`src/sv/gwm_pkg.sv`:
```
// gwm_pkg: shared types and constants for the glob wildcard matcher
// depends on nothing; used by gwm_cell, gwm_skid and glob_wildcard_matcher
package gwm_pkg;

    // command codes carried on the input tuser
    typedef enum logic [1:0] {
        CMD_CLEAR  = 2'd0,
        CMD_APPEND = 2'd1,
        CMD_TEXT   = 2'd2,
        CMD_END    = 2'd3
    } cmd_t;

    // kind of one stored pattern element
    typedef enum logic [1:0] {
        KIND_LIT  = 2'd0,
        KIND_ANY  = 2'd1,
        KIND_STAR = 2'd2
    } kind_t;

    localparam logic [7:0] CH_STAR = 8'h2A;
    localparam logic [7:0] CH_ANY  = 8'h3F;
    localparam logic [7:0] CH_ESC  = 8'h5C;

    // per-cell control from the top level
    typedef struct packed {
        logic restart;  // reload the start position with its star closure
        logic step;     // advance on a text byte
        logic we;       // write this cell's element
        logic in_use;   // cell holds an element (after this word)
    } cell_ctl_t;

    // one result word
    typedef struct packed {
        logic overflow;
        logic final_res;
        logic alive;
        logic matched;
    } res_t;

endpackage

```
`src/sv/gwm_cell.sv`:
```
// gwm_cell: one pattern element with its active position bit
// depends on gwm_pkg; chained by glob_wildcard_matcher
module gwm_cell
    import gwm_pkg::*;
#(
    parameter bit FIRST = 1'b0
)
(
    input  logic      clk,
    input  logic      rst_n,
    input  cell_ctl_t ctl,
    input  kind_t     wr_kind,
    input  logic [7:0] symbol,
    input  logic      carry_in,
    output logic      carry_out,
    output logic      act
);

    logic [7:0] byte_reg;
    kind_t      kind_reg;
    logic       act_reg;
    logic       act_next;
    kind_t      kind_eff;
    logic       star;
    logic       hit;
    logic       keep;
    logic       seed;

    // a fresh element takes part in the restart closure at once
    assign kind_eff = ctl.we ? wr_kind : kind_reg;
    assign star     = ctl.in_use && (kind_eff == KIND_STAR);
    assign hit      = ctl.step && act_reg && ctl.in_use &&
                      ((kind_reg == KIND_ANY) ||
                       ((kind_reg == KIND_LIT) && (byte_reg == symbol)));
    assign keep     = ctl.step && act_reg && star;
    assign seed     = ctl.restart && FIRST;
    assign act_next = seed || keep || carry_in;
    // star passes its position on without consuming a byte
    assign carry_out = (act_next && star) || hit;
    assign act       = act_reg;

    always_ff @(posedge clk)
    begin
        if (ctl.we)
        begin
            byte_reg <= symbol;
            kind_reg <= wr_kind;
        end
    end

    always_ff @(posedge clk or negedge rst_n)
    begin
        if (!rst_n)
        begin
            act_reg <= FIRST;
        end
        else if (ctl.restart || ctl.step)
        begin
            act_reg <= act_next;
        end
    end

endmodule

```
`src/sv/gwm_skid.sv`:
```
// gwm_skid: output register with a skid stage for result words
// depends on gwm_pkg; used by glob_wildcard_matcher
module gwm_skid
    import gwm_pkg::*;
(
    input  logic clk,
    input  logic rst_n,
    input  logic in_valid,
    output logic in_ready,
    input  res_t in_data,
    output logic out_valid,
    input  logic out_ready,
    output res_t out_data
);

    logic out_valid_reg;
    logic out_valid_next;
    logic skid_valid_reg;
    logic skid_valid_next;
    res_t out_data_reg;
    res_t skid_data_reg;
    logic pop;
    logic push;
    logic load_out;
    logic load_skid;

    assign in_ready  = !skid_valid_reg;
    assign out_valid = out_valid_reg;
    assign out_data  = out_data_reg;
    assign pop       = out_valid_reg && out_ready;
    assign push      = in_valid && !skid_valid_reg;

    always_comb
    begin
        out_valid_next  = out_valid_reg;
        skid_valid_next = skid_valid_reg;
        load_out        = 1'b0;
        load_skid       = 1'b0;
        if (skid_valid_reg)
        begin
            if (pop)
            begin
                skid_valid_next = 1'b0;
            end
        end
        else if (push)
        begin
            if (!out_valid_reg || pop)
            begin
                load_out       = 1'b1;
                out_valid_next = 1'b1;
            end
            else
            begin
                load_skid       = 1'b1;
                skid_valid_next = 1'b1;
            end
        end
        else if (pop)
        begin
            out_valid_next = 1'b0;
        end
    end

    always_ff @(posedge clk or negedge rst_n)
    begin
        if (!rst_n)
        begin
            out_valid_reg  <= 1'b0;
            skid_valid_reg <= 1'b0;
        end
        else
        begin
            out_valid_reg  <= out_valid_next;
            skid_valid_reg <= skid_valid_next;
        end
    end

    always_ff @(posedge clk)
    begin
        if (load_out)
        begin
            out_data_reg <= in_data;
        end
        else if (skid_valid_reg && pop)
        begin
            out_data_reg <= skid_data_reg;
        end
        if (load_skid)
        begin
            skid_data_reg <= in_data;
        end
    end

endmodule

```
`src/sv/glob_wildcard_matcher.sv`:
```
// glob_wildcard_matcher: top level, streams text against a stored glob pattern
// depends on gwm_pkg, gwm_cell (chain of element cells) and gwm_skid (output stage)
//
//  channel | dir | tdata               | tuser      | meaning
//  s_*     | in  | [7:0] symbol        | [1:0] cmd  | clear, append, text byte, end
//  m_*     | out | [0] matched         | [0] final  | one result word per input word
//          |     | [1] alive           |            |
//          |     | [2] overflow        |            |
//
// a text byte advances all active positions of the cell chain, stars pass positions on
// through the ripple along the chain; the result word is registered at the accepting
// edge (in the skid stage if the output register holds a word not taken) and offered
// on m_* from the output register; s_tready drops only while both registers hold a
// word, so under a stall on m_* at most two words are taken before input stops
// reset leaves an empty pattern with the start position active
module glob_wildcard_matcher
    import gwm_pkg::*;
#(
    parameter int MAX_ELEMENTS = 32
)
(
    input  logic       clk,
    input  logic       rst_n,
    input  logic       s_tvalid,
    output logic       s_tready,
    input  logic [7:0] s_tdata,   // [7:0] symbol
    input  logic [1:0] s_tuser,   // [1:0] command
    output logic       m_tvalid,
    input  logic       m_tready,
    output logic [7:0] m_tdata,   // [0] matched, [1] alive, [2] overflow, [7:3] zero
    output logic       m_tuser    // [0] final_res
);

    localparam int CW = $clog2(MAX_ELEMENTS + 1);

    logic [CW-1:0]         count_reg;
    logic [CW-1:0]         count_next;
    logic                  esc_reg;
    logic                  esc_next;
    logic                  last_reg;     // position past the final element
    logic                  accept;
    cmd_t                  cmd;
    logic                  full;
    logic                  do_write;
    logic                  do_restart;
    logic                  do_step;
    kind_t                 wr_kind;
    logic [MAX_ELEMENTS:0] carry;
    logic [MAX_ELEMENTS:0] act_cur;
    logic [MAX_ELEMENTS:0] act_new;
    logic [MAX_ELEMENTS:0] act_rep;
    logic                  ovf;
    res_t                  res;
    res_t                  res_out;

    assign accept = s_tvalid && s_tready;
    assign cmd    = cmd_t'(s_tuser);
    assign full   = (count_reg == CW'(MAX_ELEMENTS));

    // pattern loading, escape tracking and decoding of the text and end commands
    always_comb
    begin
        count_next = count_reg;
        esc_next   = esc_reg;
        do_write   = 1'b0;
        do_restart = 1'b0;
        do_step    = 1'b0;
        ovf        = 1'b0;
        wr_kind    = KIND_LIT;
        if (accept)
        begin
            unique case (cmd)
                CMD_CLEAR:
                begin
                    count_next = '0;
                    esc_next   = 1'b0;
                    do_restart = 1'b1;
                end
                CMD_APPEND:
                begin
                    if (full)
                    begin
                        ovf = 1'b1;
                    end
                    else
                    begin
                        do_restart = 1'b1;
                        if (esc_reg)
                        begin
                            do_write   = 1'b1;
                            esc_next   = 1'b0;
                            count_next = count_reg + CW'(1);
                        end
                        else if (s_tdata == CH_ESC)
                        begin
                            esc_next = 1'b1;
                        end
                        else
                        begin
                            do_write   = 1'b1;
                            count_next = count_reg + CW'(1);
                            if (s_tdata == CH_STAR)
                            begin
                                wr_kind = KIND_STAR;
                            end
                            else if (s_tdata == CH_ANY)
                            begin
                                wr_kind = KIND_ANY;
                            end
                        end
                    end
                end
                CMD_TEXT:
                begin
                    do_step = 1'b1;
                end
                CMD_END:
                begin
                    do_restart = 1'b1;
                end
                default:
                begin
                    do_restart = 1'b0;
                end
            endcase
        end
    end

    // cell chain, one cell per pattern element
    assign carry[0] = 1'b0;

    for (genvar i = 0; i < MAX_ELEMENTS; i++)
    begin : g_cell
        cell_ctl_t ctl;

        assign ctl.restart = do_restart;
        assign ctl.step    = do_step;
        assign ctl.we      = do_write && (count_reg == CW'(i));
        assign ctl.in_use  = (CW'(i) < count_next);

        gwm_cell #(
            .FIRST (i == 0)
        ) u_cell (
            .clk       (clk),
            .rst_n     (rst_n),
            .ctl       (ctl),
            .wr_kind   (wr_kind),
            .symbol    (s_tdata),
            .carry_in  (carry[i]),
            .carry_out (carry[i+1]),
            .act       (act_cur[i])
        );

        assign act_new[i] = (i == 0) ? (do_restart || carry[i]) : carry[i];
    end

    assign act_cur[MAX_ELEMENTS] = last_reg;
    assign act_new[MAX_ELEMENTS] = carry[MAX_ELEMENTS];

    // end of text reports the state before its restart; positions past the
    // element count are always clear, so alive is a plain reduction
    always_comb
    begin
        if ((cmd == CMD_END) || !(do_restart || do_step))
        begin
            act_rep = act_cur;
        end
        else
        begin
            act_rep = act_new;
        end
    end

    assign res.matched   = !esc_next && act_rep[count_next];
    assign res.alive     = !esc_next && (|act_rep);
    assign res.final_res = (cmd == CMD_END);
    assign res.overflow  = ovf;

    always_ff @(posedge clk or negedge rst_n)
    begin
        if (!rst_n)
        begin
            count_reg <= '0;
            esc_reg   <= 1'b0;
            last_reg  <= 1'b0;
        end
        else
        begin
            count_reg <= count_next;
            esc_reg   <= esc_next;
            if (do_restart || do_step)
            begin
                last_reg <= carry[MAX_ELEMENTS];
            end
        end
    end

    gwm_skid u_skid (
        .clk       (clk),
        .rst_n     (rst_n),
        .in_valid  (s_tvalid),
        .in_ready  (s_tready),
        .in_data   (res),
        .out_valid (m_tvalid),
        .out_ready (m_tready),
        .out_data  (res_out)
    );

    assign m_tdata = {5'b0, res_out.overflow, res_out.alive, res_out.matched};
    assign m_tuser = res_out.final_res;

endmodule

```
`config.mk`:
```
export PLATFORM = sky130hd
export DESIGN_NAME = glob_wildcard_matcher
export DESIGN_NICKNAME = d
export VERILOG_FILES = /design/src/sv/gwm_pkg.sv /design/src/sv/gwm_cell.sv /design/src/sv/gwm_skid.sv /design/src/sv/glob_wildcard_matcher.sv
export SDC_FILE = /design/constraint.sdc
export NUM_CORES = 1
export LEC_CHECK = 0
export BUFFER_PORTS_ARGS = -buffer_cell sky130_fd_sc_hd__buf_2
export CAP_MARGIN = 5
export CORE_ASPECT_RATIO = 1.25
export CORE_MARGIN = 1
export CORE_UTILIZATION = 40
export DETAILED_ROUTE_END_ITERATION = 16
export GPL_TIMING_DRIVEN = 1
export SLEW_MARGIN = 15
export SYNTH_ARGS = -nofsm -noshare
export SYNTH_HDL_FRONTEND = slang
export SYNTH_HIERARCHICAL = 1
export SYNTH_SLANG_ARGS = --single-unit
```
`constraint.sdc`:
```
create_clock -name clk -period 43.6 [get_ports clk]
set_input_delay 4.36 -clock clk [delete_from_list [all_inputs] [get_ports clk]]
set_output_delay 4.36 -clock clk [all_outputs]
set_load 0.03 [all_outputs]
```
==> results by stage <==
Timing:
- The final max-slew violation count is 0.
- The worst relative slew slack is between 20% and 30%.
- In the final timing run, aggregate negative setup slack is 0 ns.
- The share of the clock period used by the worst path is approximately three fifths.
- The minimum clock period is approximately 26 ns.
- The worst slack on hold paths is about 0.5 ns.
- The actual slew at the worst max-slew pin is 1.16 ns.
- Setup repair after global routing left no endpoint under its margin.
- The count of final hold-check violations is 0.
- Static timing analysis puts the maximum clock frequency at between 0.03 and 0.04 GHz.
- The setup violation total in the final timing report is 0.
- The worst setup slack after layout is 17.34 ns.
- The clock skew is 0.0136 ns.

Drt:
- The mean number of vias per cell is 5.56.
- The detailed router placed between 10k and 15k vias in this run.
- The detail route stage leaves a number of antenna-violating nets equal to 0.
- The detailed-route wire length is 48,800 um.
- After detailed routing, the number of remaining DRC violations is 0.
- Dividing the detail-routed wire length by the instance count gives 21.5 um.
- The detailed router's first-iteration violation count is 794.
- The count of TritonRoute iterations in the first routing pass is 5.

Synthesis:
- Synthesis produced a netlist whose cell count is 1,531.
- The most frequent cell after synthesis is edfxtp_1.
- After synthesis, the netlist uses a little over 70 different library cells.
- Ranked by total cell area, the synthesized netlist is headed by edfxtp_1 41%, xor2_1 12%, dfxtp_1 6.7%, dfrtp_1 5.3%, nand4bb_4 4.4%.
- The share of the synthesized area in the top cell type is about two fifths.
- The most used flip-flop cell after synthesis is edfxtp_1.
- In this run the cell area of the synthesized design comes to between 15,000 and 20,000 um^2.
- The post-synthesis register bit count is 370.
- Sorting the synthesized cells by how often they occur yields 264 x edfxtp_1, 256 x xor2_1, 120 x nor2_1, 107 x nand2_1, 86 x o21ai_0.
- Yosys mapped a number of flops with a built-in enable equal to around 260.
- The largest area contributor in the netlist is edfxtp_1.
- The average footprint of a synthesized cell is roughly 13 um^2.
- For this run, the number of Yosys warnings is 6.
- For this run, asynchronously set or reset flops after synthesis account for 11.4%.
- The share of the Yosys chip area taken by registers is between 50% and 60%.

Critical path:
- STA classifies the critical path startpoint as an input pin.
- STA puts the critical path data arrival time at around 27 ns.
- The critical path is of the in2reg type.
- Among the stages of the critical path, the cell type that occurs most often is nor2_1.
- Along the worst path, the maximum fanout reaches 22.
- The path depth of the worst reg2reg path is between 100 and 150.
- The sort of element at the end of the critical path is a register.
- In this design, the stage delay of the slowest critical-path cell is about 0.5 ns.
- The required time of the critical path is about 44 ns.
- The slowest cell on the critical path is nand3_1.

Clock tree:
- No sink is reached through more buffers than the 3 on the longest clock path.
- The number of clock buffers added by TritonCTS is 39.
- Clock-pin slew was measured on the worst setup and hold paths at roughly 0.060 ns.
- TritonCTS built the clock tree.
- The number of setup buffers added after CTS is 0.
- The clock insertion delay at the later pin of the skew report is 0.54 ns.
- After clock tree synthesis, the flow added hold-fix buffers numbering 0.
- The CTS root buffer is clkbuf_16.
- The clock tree synthesis step divided the H-tree into 2 levels.
- The clock net in this run drives a total of 370 sinks.
- Gates resized during post-CTS repair numbered 0.

Pwr:
- The peak supply drop is about 0.022 mV.
- The total design power is 0.824 mW.
- Power spread over the standard cell area amounts to between 30 and 40 nW/um^2.
- The standby leakage power is between 7 and 8 nW.

Place:
- The routability-driven placement congestion ratio is 0.975.
- In this run the cell area measured after placement is 20,300 um^2.
- The placed wire-length estimate is roughly 33,000 um.
- The port buffer count is 19.
- The number of cells in the design after placement is 2,199.
- OpenSTA, run right after detailed placement, puts the worst setup slack at roughly 17 ns.

Finish:
- Cells with a size suffix above 1 make up a little under a fifth of the layout.
- The number of antenna cells inserted is 0.
- The final instance area is approximately 22,000 um^2.
- At the end of the flow, the number of nets in the layout was 1,626.
- The post-synthesis to final-layout area growth is 12.4%.
- The utilization after layout is ~46%.
- The count of non-filler cells in the finished layout is roughly 2.3k.
- The register with the most flip-flops in the layout has 256 of them.

Global route:
- The pin count of the biggest net entering global routing is just under 70.
- The global-route track usage on met2 is 34.7%.
- met2 is the most crowded layer.
- The met1 capacity usage during global routing is 25.4%.
- The global routing met3 resource utilization is 3.19%.
- The number of antenna violations at the first check in global routing is 0.
- The all-layer global routing usage is roughly 20%.
- The global-route wire length before repair is approximately 76,000 um.
- The via count of the first global-routing pass is 12.3k.
- The sum of overflow across all layers after global routing is 0.

Floorplan:
- The number of rows in the core area is 89.
- For this configuration, the core starts out at a cell density of between 40% and 50%.
- The die outline area is 48,900 um^2.
- The overall die height is 247 um.
- The I/O pin total is 25.
- The placeable core region is roughly 47,000 um^2.
- The width of the chip is a little under 200 um.

Status:
- The flow ran to the end, and the final reports show no timing, DRC or antenna violations.

Hold path:
- The class of the tightest hold or removal check is reg2reg.
- Counting instances, the worst hold path has a depth of 1.

Run:
- Max-cap violations in this run came to 0.
-- layout make-up --
cell class	count	area, um^2
clock inverters	16	183
inverters	47	176
multi-input cells	1098	8700
well taps	637	797
repair buffers	47	325
clock buffers	55	1140
flip-flops and latches	370	10300
fillers	4255	25700
-- worst max-delay path, delay by kind of cell --
family	cells	cell delay [ns]
compound gates	97	9.96
buf+inv	2	0.81
mux	2	0.32
simple gates	39	11.17
-- layout by cell type (no fill, tap or decap), types with 10 or more instances in the layout --
| cell | Yosys | final |
|---|---|---|
| mux2i_1 | 34 | 34 |
| nor2_1 | 120 | 118 |
| nand2_1 | 107 | 106 |
| a21boi_1 | 31 | 31 |
| nand3_1 | 14 | 14 |
| clkinv_2 | 0 | 10 |
| a41oi_1 | 32 | 32 |
| nand4b_1 | 32 | 32 |
| a21oi_1 | 41 | 41 |
| inv_1 | 45 | 45 |
| o21ai_0 | 86 | 86 |
| dfrtp_1 | 41 | 41 |
| clkbuf_16 | 0 | 42 |
| nor4_1 | 21 | 20 |
| edfxtp_1 | 264 | 264 |
| o21ai_1 | 31 | 31 |
| nor4_2 | 63 | 64 |
| dfxtp_1 | 64 | 64 |
| mux2_2 | 37 | 37 |
| a211oi_1 | 33 | 33 |
| nand4bb_4 | 31 | 31 |
| buf_4 | 7 | 36 |
| buf_2 | 7 | 11 |
| a21oi_2 | 31 | 31 |
| xor2_1 | 256 | 256 |
-- power breakdown --
part | internal (mW) | switching [mW] | total [mW]
logic | 0.0280 | 0.0639 | 0.0920
registers | 0.384 | 0.00523 | 0.389
clock network | 0.206 | 0.137 | 0.343
-- cells by family (layout without fill, tap and decap cells) --
| logic type | after synthesis | count (layout) | share of synthesized area (%) |
|---|---|---|---|
| muxes | 78 | 78 | 4.45 |
| and+or+nand+nor | 427 | 427 | 17.2 |
| buffers and inverters | 69 | 165 | 1.57 |
| adders and majority gates | 9 | 9 | 0.586 |
| other | 1 | 7 | 0.0195 |
| AOI/OAI and AO/OA | 321 | 321 | 11.1 |
| xor gates and xnor gates | 256 | 256 | 11.7 |
| DFF | 370 | 370 | 53.4 |
-- worst paths after layout --
| kind | slack (ns) | from | to |
|---|---|---|---|
| worst max-delay path | 17.34 | s_tdata[4] | u_skid/out_data[0] |
| worst min-delay path | 0.51 | g_cell[12].u_cell/kind_reg[0] | g_cell[12].u_cell/kind_reg[0] |
| worst max register to register | 20.91 | u_skid/skid_valid_reg | u_skid/out_data[0] |
| worst min register to register | 0.51 | g_cell[12].u_cell/kind_reg[0] | g_cell[12].u_cell/kind_reg[0] |
| max in group asynchronous | 39.17 | rst_n | g_cell[13].u_cell/act |
| min in group asynchronous | 3.93 | rst_n | u_skid/skid_valid_reg |
-- routing by layer --
metal | vias up | share of wire, %
li1 | 5890 | -
met1 | 6296 | 42
met2 | 324 | 49
met3 | 104 | 4.6
met4 | 0 | 3.9
met5 | - | 0
(Power assumes the default switching activity.)
